$ cat src/hw/rtl/bdcd_pkg.sv
// Package for the button double-click detector: sizes, register map and shared types.
package bdcd_pkg;

  localparam int unsigned BUTTONS      = 32;
  localparam int unsigned LEVELS_W     = 32;
  localparam int unsigned NOW_W        = 31;
  localparam int unsigned WINDOW_W     = 16;
  localparam int unsigned COUNT_W      = 6;
  localparam int unsigned DEADLINE_W   = 32;
  localparam int unsigned APB_DATA_W   = 32;
  localparam int unsigned APB_ADDR_W   = 3;

  // Register index, taken from paddr[2] (registers sit at byte addresses 0 and 4).
  typedef enum logic {
    REG_WINDOW = 1'b0,
    REG_COUNT  = 1'b1
  } reg_idx_e;

  // Effective configuration as seen by the datapath.
  typedef struct packed {
    logic [WINDOW_W-1:0] window;  // zero already mapped to one
    logic [COUNT_W-1:0]  active;  // clamped to BUTTONS
  } cfg_t;

  // Per-button control and data from the compute stage.
  typedef struct packed {
    logic                fire;    // transaction is leaving the input register
    logic                active;  // button index below the active count
    logic                level;
    logic [NOW_W-1:0]    now;
    logic [WINDOW_W-1:0] window;
  } cell_in_t;

  typedef struct packed {
    logic held;
    logic dbl;
  } cell_out_t;

endpackage

$ cat src/hw/rtl/bdcd_cfg.sv
// APB register block holding the click window and the active button count.
module bdcd_cfg (
  input  logic                                clk_i,
  input  logic                                rst_ni,
  input  logic                                psel,
  input  logic                                penable,
  input  logic                                pwrite,
  input  logic [bdcd_pkg::APB_ADDR_W-1:0]     paddr,
  input  logic [bdcd_pkg::APB_DATA_W-1:0]     pwdata,
  output logic [bdcd_pkg::APB_DATA_W-1:0]     prdata,
  output logic                                pready,
  output bdcd_pkg::cfg_t                      cfg_o
);
  import bdcd_pkg::*;

  logic [WINDOW_W-1:0] window_q, window_d;
  logic [COUNT_W-1:0]  count_q, count_d;
  reg_idx_e            idx;
  logic                wr_en;

  assign pready = 1'b1;
  assign idx    = reg_idx_e'(paddr[2]);
  assign wr_en  = psel && penable && pwrite;

  always_comb begin
    window_d = window_q;
    count_d  = count_q;
    prdata   = '0;
    unique case (idx)
      REG_WINDOW: begin
        prdata = {{(APB_DATA_W-WINDOW_W){1'b0}}, window_q};
        if (wr_en) window_d = pwdata[WINDOW_W-1:0];
      end
      REG_COUNT: begin
        prdata = {{(APB_DATA_W-COUNT_W){1'b0}}, count_q};
        if (wr_en) count_d = pwdata[COUNT_W-1:0];
      end
      default: prdata = '0;
    endcase
  end

  always_ff @(posedge clk_i or negedge rst_ni) begin
    if (!rst_ni) begin
      window_q <= WINDOW_W'(1);
      count_q  <= COUNT_W'(BUTTONS);
    end else begin
      window_q <= window_d;
      count_q  <= count_d;
    end
  end

  // Zero window behaves as one tick; counts past the button total clamp.
  assign cfg_o.window = (window_q == '0) ? WINDOW_W'(1) : window_q;
  assign cfg_o.active = (count_q > COUNT_W'(BUTTONS)) ? COUNT_W'(BUTTONS) : count_q;

endmodule

$ cat src/hw/rtl/bdcd_cell.sv
// One button: press latch, click counter and deadline, with the double-click decision.
module bdcd_cell (
  input  logic                 clk_i,
  input  logic                 rst_ni,
  input  bdcd_pkg::cell_in_t   cell_i,
  output bdcd_pkg::cell_out_t  cell_o
);
  import bdcd_pkg::*;

  typedef enum logic [1:0] {
    CNT_IDLE   = 2'd0,
    CNT_FIRST  = 2'd1,
    CNT_DOUBLE = 2'd2
  } cnt_e;

  logic                  latch_q, latch_d;
  cnt_e                  cnt_q, cnt_d;
  logic [DEADLINE_W-1:0] deadline_q, deadline_d;
  logic [DEADLINE_W-1:0] now_ext;
  logic                  expired;
  logic                  dbl;

  assign now_ext = {{(DEADLINE_W-NOW_W){1'b0}}, cell_i.now};
  assign expired = (cnt_q == CNT_IDLE) || (now_ext >= deadline_q);

  always_comb begin
    latch_d    = latch_q;
    cnt_d      = cnt_q;
    deadline_d = deadline_q;
    dbl        = 1'b0;
    if (cell_i.level) begin
      latch_d = 1'b1;
      if (!latch_q) begin
        if (expired) begin
          deadline_d = now_ext + {{(DEADLINE_W-WINDOW_W){1'b0}}, cell_i.window};
          cnt_d      = CNT_FIRST;
        end else begin
          dbl        = 1'b1;
          deadline_d = '0;
          cnt_d      = CNT_DOUBLE;
        end
      end else if (cnt_q == CNT_DOUBLE) begin
        cnt_d = CNT_FIRST;
      end
    end else begin
      if (cnt_q == CNT_DOUBLE) cnt_d = CNT_IDLE;
      latch_d = 1'b0;
    end
  end

  always_ff @(posedge clk_i or negedge rst_ni) begin
    if (!rst_ni) begin
      latch_q <= 1'b0;
      cnt_q   <= CNT_IDLE;
    end else if (cell_i.fire && cell_i.active) begin
      latch_q <= latch_d;
      cnt_q   <= cnt_d;
    end
  end

  // Deadline only matters once a first click is pending.
  always_ff @(posedge clk_i) begin
    if (cell_i.fire && cell_i.active) deadline_q <= deadline_d;
  end

  assign cell_o.held = cell_i.active && cell_i.level;
  assign cell_o.dbl  = cell_i.active && dbl;

endmodule

$ cat src/hw/rtl/button_double_click_detector_core.sv
// Top level of the button double-click detector: poll pipeline, button cells, APB registers.
//
//  Channel | Direction | Handshake              | Payload
//  --------+-----------+------------------------+----------------------------------
//  in      | input     | in_valid_i / in_stall_o   | button_levels_i, now_i
//  out     | output    | out_valid_o / out_stall_i | held_bits_o, double_click_bits_o
//  cfg     | input     | APB psel/penable/pready   | click_window (0x0), button_count (0x4)
//
// A poll transaction lands in the input register; when it moves on, the cells update
// their state and the result register loads together, one poll per cycle while out_stall_i is low.
// Between the registers sit the per-button deadline add and compare and the click decision.
// Reset clears latches and click counts; registers return to window 1 and count 32.
// A stalled result holds; the input register still takes one more poll behind it,
// then in_stall_o rises until the result is taken.
module button_double_click_detector_core (
  input  logic                                 clk_i,
  input  logic                                 rst_ni,
  // poll input
  input  logic                                 in_valid_i,
  output logic                                 in_stall_o,
  input  logic [bdcd_pkg::LEVELS_W-1:0]        button_levels_i,
  input  logic [bdcd_pkg::NOW_W-1:0]           now_i,
  // result output
  output logic                                 out_valid_o,
  input  logic                                 out_stall_i,
  output logic [bdcd_pkg::LEVELS_W-1:0]        held_bits_o,
  output logic [bdcd_pkg::LEVELS_W-1:0]        double_click_bits_o,
  // configuration
  input  logic                                 psel,
  input  logic                                 penable,
  input  logic                                 pwrite,
  input  logic [bdcd_pkg::APB_ADDR_W-1:0]      paddr,
  input  logic [bdcd_pkg::APB_DATA_W-1:0]      pwdata,
  output logic [bdcd_pkg::APB_DATA_W-1:0]      prdata,
  output logic                                 pready
);
  import bdcd_pkg::*;

  cfg_t                cfg;

  // input register
  logic                in_valid_q, in_valid_d;
  logic [LEVELS_W-1:0] levels_q;
  logic [NOW_W-1:0]    now_q;

  // result register
  logic                out_valid_q, out_valid_d;
  logic [LEVELS_W-1:0] held_q, dbl_q;

  logic                in_accept;
  logic                out_load;
  logic [LEVELS_W-1:0] active_mask;
  logic [LEVELS_W-1:0] held_d, dbl_d;

  bdcd_cfg u_cfg (
    .clk_i   (clk_i),
    .rst_ni  (rst_ni),
    .psel    (psel),
    .penable (penable),
    .pwrite  (pwrite),
    .paddr   (paddr),
    .pwdata  (pwdata),
    .prdata  (prdata),
    .pready  (pready),
    .cfg_o   (cfg)
  );

  // Compute stage fires when the input register holds a poll and the result register is empty or being drained.
  assign out_load   = in_valid_q && (!out_valid_q || !out_stall_i);
  assign in_stall_o = in_valid_q && out_valid_q && out_stall_i;
  assign in_accept  = in_valid_i && !in_stall_o;

  always_comb begin
    in_valid_d = in_valid_q;
    if (in_accept)     in_valid_d = 1'b1;
    else if (out_load) in_valid_d = 1'b0;

    out_valid_d = out_valid_q;
    if (out_load)          out_valid_d = 1'b1;
    else if (!out_stall_i) out_valid_d = 1'b0;
  end

  always_ff @(posedge clk_i or negedge rst_ni) begin
    if (!rst_ni) begin
      in_valid_q  <= 1'b0;
      out_valid_q <= 1'b0;
    end else begin
      in_valid_q  <= in_valid_d;
      out_valid_q <= out_valid_d;
    end
  end

  always_ff @(posedge clk_i) begin
    if (in_accept) begin
      levels_q <= button_levels_i;
      now_q    <= now_i;
    end
    if (out_load) begin
      held_q <= held_d;
      dbl_q  <= dbl_d;
    end
  end

  // Buttons past the configured count stay frozen and read as zero.
  always_comb begin
    active_mask = '0;
    for (int i = 0; i < BUTTONS; i++) begin
      active_mask[i] = (COUNT_W'(i) < cfg.active);
    end
  end

  for (genvar g = 0; g < LEVELS_W; g++) begin : g_btn
    if (g < BUTTONS) begin : g_cell
      cell_in_t  c_in;
      cell_out_t c_out;

      assign c_in.fire   = out_load;
      assign c_in.active = active_mask[g];
      assign c_in.level  = levels_q[g];
      assign c_in.now    = now_q;
      assign c_in.window = cfg.window;

      bdcd_cell u_cell (
        .clk_i  (clk_i),
        .rst_ni (rst_ni),
        .cell_i (c_in),
        .cell_o (c_out)
      );

      assign held_d[g] = c_out.held;
      assign dbl_d[g]  = c_out.dbl;
    end else begin : g_none
      assign held_d[g] = 1'b0;
      assign dbl_d[g]  = 1'b0;
    end
  end

  assign out_valid_o         = out_valid_q;
  assign held_bits_o         = held_q;
  assign double_click_bits_o = dbl_q;

  // A double click is only reported on a button that is down.
  a_dbl_implies_held: assert property (@(posedge clk_i) disable iff (!rst_ni)
    out_valid_o |-> ((double_click_bits_o & ~held_bits_o) == '0))
    else $error("double click on a released button");

  // Inactive buttons never show up in a result.
  a_inactive_zero: assert property (@(posedge clk_i) disable iff (!rst_ni)
    out_valid_o |-> (((held_bits_o | double_click_bits_o) & ~active_mask) == '0))
    else $error("inactive button reported");

  // A poll in the input register with a free result slot becomes a result next cycle.
  a_poll_advances: assert property (@(posedge clk_i) disable iff (!rst_ni)
    out_load |=> (out_valid_o && !in_valid_q) || (out_valid_o && $past(in_accept)))
    else $error("poll lost between input and result register");

  // Input side only stalls when a poll is waiting behind a stalled result.
  a_stall_cause: assert property (@(posedge clk_i) disable iff (!rst_ni)
    in_stall_o |-> (in_valid_q && out_valid_o && out_stall_i))
    else $error("spurious input stall");

endmodule
$ cat config.mk
export PLATFORM = sky130hd
export DESIGN_NAME = button_double_click_detector_core
export DESIGN_NICKNAME = d
export VERILOG_FILES = /design/src/hw/rtl/bdcd_pkg.sv /design/src/hw/rtl/bdcd_cfg.sv /design/src/hw/rtl/bdcd_cell.sv /design/src/hw/rtl/button_double_click_detector_core.sv
export SDC_FILE = /design/constraint.sdc
export NUM_CORES = 2
export LEC_CHECK = 0
export BUFFER_PORTS_ARGS = -buffer_cell sky130_fd_sc_hd__clkbuf_2
export CORE_ASPECT_RATIO = 1.2
export CORE_UTILIZATION = 63
export CTS_CLUSTER_SIZE = 40
export DETAILED_ROUTE_END_ITERATION = 8
export GPL_TIMING_DRIVEN = 0
export PLACE_DENSITY_LB_ADDON = 0.08
export SLEW_MARGIN = 20
export SYNTH_ARGS = -nofsm -noshare
export SYNTH_HDL_FRONTEND = slang
export SYNTH_SLANG_ARGS = --single-unit
$ cat constraint.sdc
create_clock -name clk_i -period 4.4 [get_ports clk_i]
set_input_delay 0.44 -clock clk_i [delete_from_list [all_inputs] [get_ports clk_i]]
set_output_delay 0.44 -clock clk_i [all_outputs]
set_load 0.005 [all_outputs]
==> impl_results.md <==
* Outcome: complete, but fails checks
* Violated checks: negative setup slack
* Slew margin rel. at 0.1609
* Leakage at roughly 38 nW
* Ratio of final minimum period to clock period at 1.024
* Sw power at ~15 mW
* Die Area at 115,300 sq um
* Clock Path Buffers at 3
* Total Negative Setup Slacks at -1.431 ns
* Slew @ Worst Pin at between 1 and 1.5 ns
* IO Port Bufs at between 150 and 200
* First-pass GRT wire length at around 320 mm
* Number of cells produced by synthesis at 6,666
* Number of synthesis warnings at 0
* Core Util, Final at 0.7319
* Row cnt at 135
* Total grt overflow at 0
* Core area at 113,000 sq um
* Hold WS at 0.2073 ns
* Unique masters post-synth at 77
* Setup violations, final at 21
* Crit Reg-Reg Startpoint: u_cfg.window_q[13]$_DFFE_PN0P_
* Peak supply drop at 0.4570 mV
* Clk pin slew, worst setup/hold paths at 0.08 ns
* CP max FO at 10
* Area delta synth->final at 15.23%
* I/O pins at 204
* CTS tree: yes
* Share of flip-flops with an asynchronous set or reset at 0.09441
* Fmax achieved at approximately 220 MHz
* Minimum clock period at roughly 4.5 ns
* Post-Syn Area at between 70,000 and 80,000 sq um
* Sequential element share of the synthesized area at 0.5234
* Critical path class: flip-flop to flip-flop
* Mean Syn Cell Area at 10.77 sq um
* Share of layout cells above drive strength 1 at 0.1149
* Design Area, Final at 82,710 sq um
* Pre-CTS WS at -0.1813 ns
* Root Buffer: clkbuf_16
* Reg power frac at 0.409
* Total of max-cap violations at 0
* Total chip power at 40.83 mW
* Drt via density at around 6.1
* Die H at 371.7 um
* Comb pwr share at 0.314
* Die Wd at around 310 um
* Clk Latency, worst-skew pair at between 0.8 and 0.9 ns
* Clock Sinks at 1,271
* RSZ-0062 raised after global routing: true
* Critical R2R Capture: g_btn[8].g_cell.u_cell.deadline_q[8]$_SDFFCE_PN0P_
* CP arrival at 5.01 ns
* Cell Area, Placed at 77,410 sq um
* Initial DRC count at 5,222
* Reg2reg setup slack at -0.11 ns
* CP endpoint kind: flip-flop
* Final Non-Filler Cells at between 8,000 and 9,000
* Final #Nets at 8,333
* Largest net degree at the start of global routing at 67
* First-pass DRT Iterations at 6
* Drt drc at 0
* H-Tree Level Count at 4
* Final wirelength at 219.9 mm
* Initial antenna violation count at 10
* Wire per inst at 24.86 um
* Final WS setup at -0.1074 ns
* Gpl congestion at 0.9229
* Via count at about 54,000
* Setup Skew at ~0.042 ns
* Startpoint types: flip-flop
* Reg2reg path depth at 11
* GRT Util Overall at 0.3876
* Final antenna-violating net count at 0
* Pint at 26.30 mW
* Power Density at 493.7 nW/um^2
* Primary FF master, synth: edfxtp_1
* Hold Crit Class: input port to asynchronous set/reset pin
* Clock network power share at 0.278
* HPWL after detailed placement at 155.0 mm
* Seq cells post-synth at between 1,000 and 1,500
* Num CTS Buffers at 133
* Initial Util at 0.6352
* Number of synthesized flops with an enable pin at about 1,200
* Vias in the first global route at ~53,000
* Inst Count DP at 8,507
* Final Max Slew Viols at 0
* Endpoints failing hold at 0
* Worst Path Required at 4.90 ns
* Switch share at 0.3558
-- sequential cells by signal, summed over array words and instances (netlist names) --
name / flops
now_q: 31
levels_q: 32
u_cfg.window_q: 16
g_btn.g_cell.u_cell.latch_q: 32
g_btn.g_cell.u_cell.cnt_q: 64
out_valid_o: 1
double_click_bits_o: 32
g_btn.g_cell.u_cell.deadline_q: 1024
u_cfg.count_q: 6
in_valid_q: 1
held_bits_o: 32
-- cells in the final DEF, fill, tap and decap left out, types with 28 or more instances in the layout --
cell type	count
a211oi_1	33
a21o_1	264
a21oi_1	426
buf_2	125
buf_4	30
buf_8	94
clkbuf_1	126
clkbuf_16	137
clkbuf_2	176
dfrtp_1	118
dlygate4sd3_1	83
edfxtp_1	1151
ha_1	1008
inv_1	1026
mux2_2	28
nand2_1	245
nand2b_1	50
nand3_1	82
nand4_1	144
nand4b_1	33
nor2_1	1201
nor2_2	33
nor2b_1	38
nor3_1	29
o21ai_0	143
o22ai_1	30
-- power groups by stage --
stage               sequential, mW  clock [mW]  combinational (mW)
floorplan                     16.7           0                7.43
global placement              17.2           0                11.0
detailed placement            16.9           0                12.3
CTS                           16.6        11.3                12.5
global route                  16.8        11.8                13.8
finish                        16.7        11.3                12.8
-- routing by layer --
metal | GRT usage | share of wire | vias up
met3 | 0.08339 | 0.099 | 927
li1 | - | - | 24270
met2 | 0.6293 | 0.47 | 2839
met1 | 0.4529 | 0.35 | 25880
met5 | 0 | 0.00017 | -
met4 | 0.2866 | 0.087 | 6
-- worst max path at each step --
stage	start	endpoint	cells after the start
floorplan	u_cfg.count_q[5]$_DFFE_PN1P_	g_btn[31].g_cell.u_cell.cnt_q[1]$_DFFE_PN0P_	6
global placement	out_stall_i	g_btn[0].g_cell.u_cell.cnt_q[1]$_DFFE_PN0P_	9
detailed placement	now_q[13]$_DFFE_PP_	double_click_bits_o[29]$_DFFE_PP_	10
CTS	now_q[1]$_DFFE_PP_	g_btn[13].g_cell.u_cell.deadline_q[31]$_SDFFCE_PN0P_	9
global route	u_cfg.window_q[13]$_DFFE_PN0P_	g_btn[3].g_cell.u_cell.deadline_q[8]$_SDFFCE_PN0P_	11
finish	u_cfg.window_q[13]$_DFFE_PN0P_	g_btn[8].g_cell.u_cell.deadline_q[8]$_SDFFCE_PN0P_	11
-- synth_stat cells, types with 50 or more instances --
| cell type | instances | area, sq um |
|---|---|---|
| a21o_1 | 264 | 1982 |
| a21oi_1 | 427 | 2137 |
| buf_2 | 130 | 650.6 |
| clkbuf_1 | 94 | 352.8 |
| dfrtp_1 | 118 | 2953 |
| edfxtp_1 | 1151 | 34560 |
| ha_1 | 1008 | 12610 |
| inv_1 | 1027 | 3855 |
| nand2_1 | 245 | 919.6 |
| nand2b_1 | 50 | 312.8 |
| nand3_1 | 82 | 410.4 |
| nand4_1 | 144 | 900.9 |
| nor2_1 | 1229 | 4613 |
| o21ai_0 | 143 | 715.7 |
-- repair_timing --
item | CTS | global route
pin swaps | 0 | 0
resized for setup | 7 | 24
setup buffers | 0 | 1
hold buffers | 83 | 0
setup endpoints to repair | 48 | 225
endpoints found under the hold margin | 150 | 0
-- critical path, cell delays in order, from the launching register on --
cell and delay, ns:
dfrtp_1 0.52, nor3_1 0.14, a41o_1 0.29, ha_1 0.34, fa_1 0.49, a211oi_2 0.26, o21bai_1 0.10, a21oi_1 0.30
a21oi_1 0.21, xnor2_2 0.70, clkbuf_1 0.74, nor2_1 0.09
-- logic make-up after synthesis --
| kind of cell | count (synthesis) | synth area share |
|---|---|---|
| AOI/OAI and AO/OA | 1086 | 0.1014 |
| adders and majority gates | 1009 | 0.1760 |
| buffers and inverters | 1276 | 0.07036 |
| other | 2 | 0.0001046 |
| xor gates and xnor gates | 28 | 0.003731 |
| DFF | 1271 | 0.5234 |
| and+or+nand+nor | 1966 | 0.1205 |
| muxes | 28 | 0.004393 |
-- layout make-up --
class,count,area (sq um)
diodes,8,20.02
plain buffers,248,1224
clock buffers,186,3672
clock inverters,60,598.1
fillers,7739,30300
inverters,1028,3861
multi-input cells,4134,29640
flip-flops and latches,1271,37570
well taps,1507,1886
repair buffers,403,4238
No activity file was read; power rests on OpenSTA's default activity.
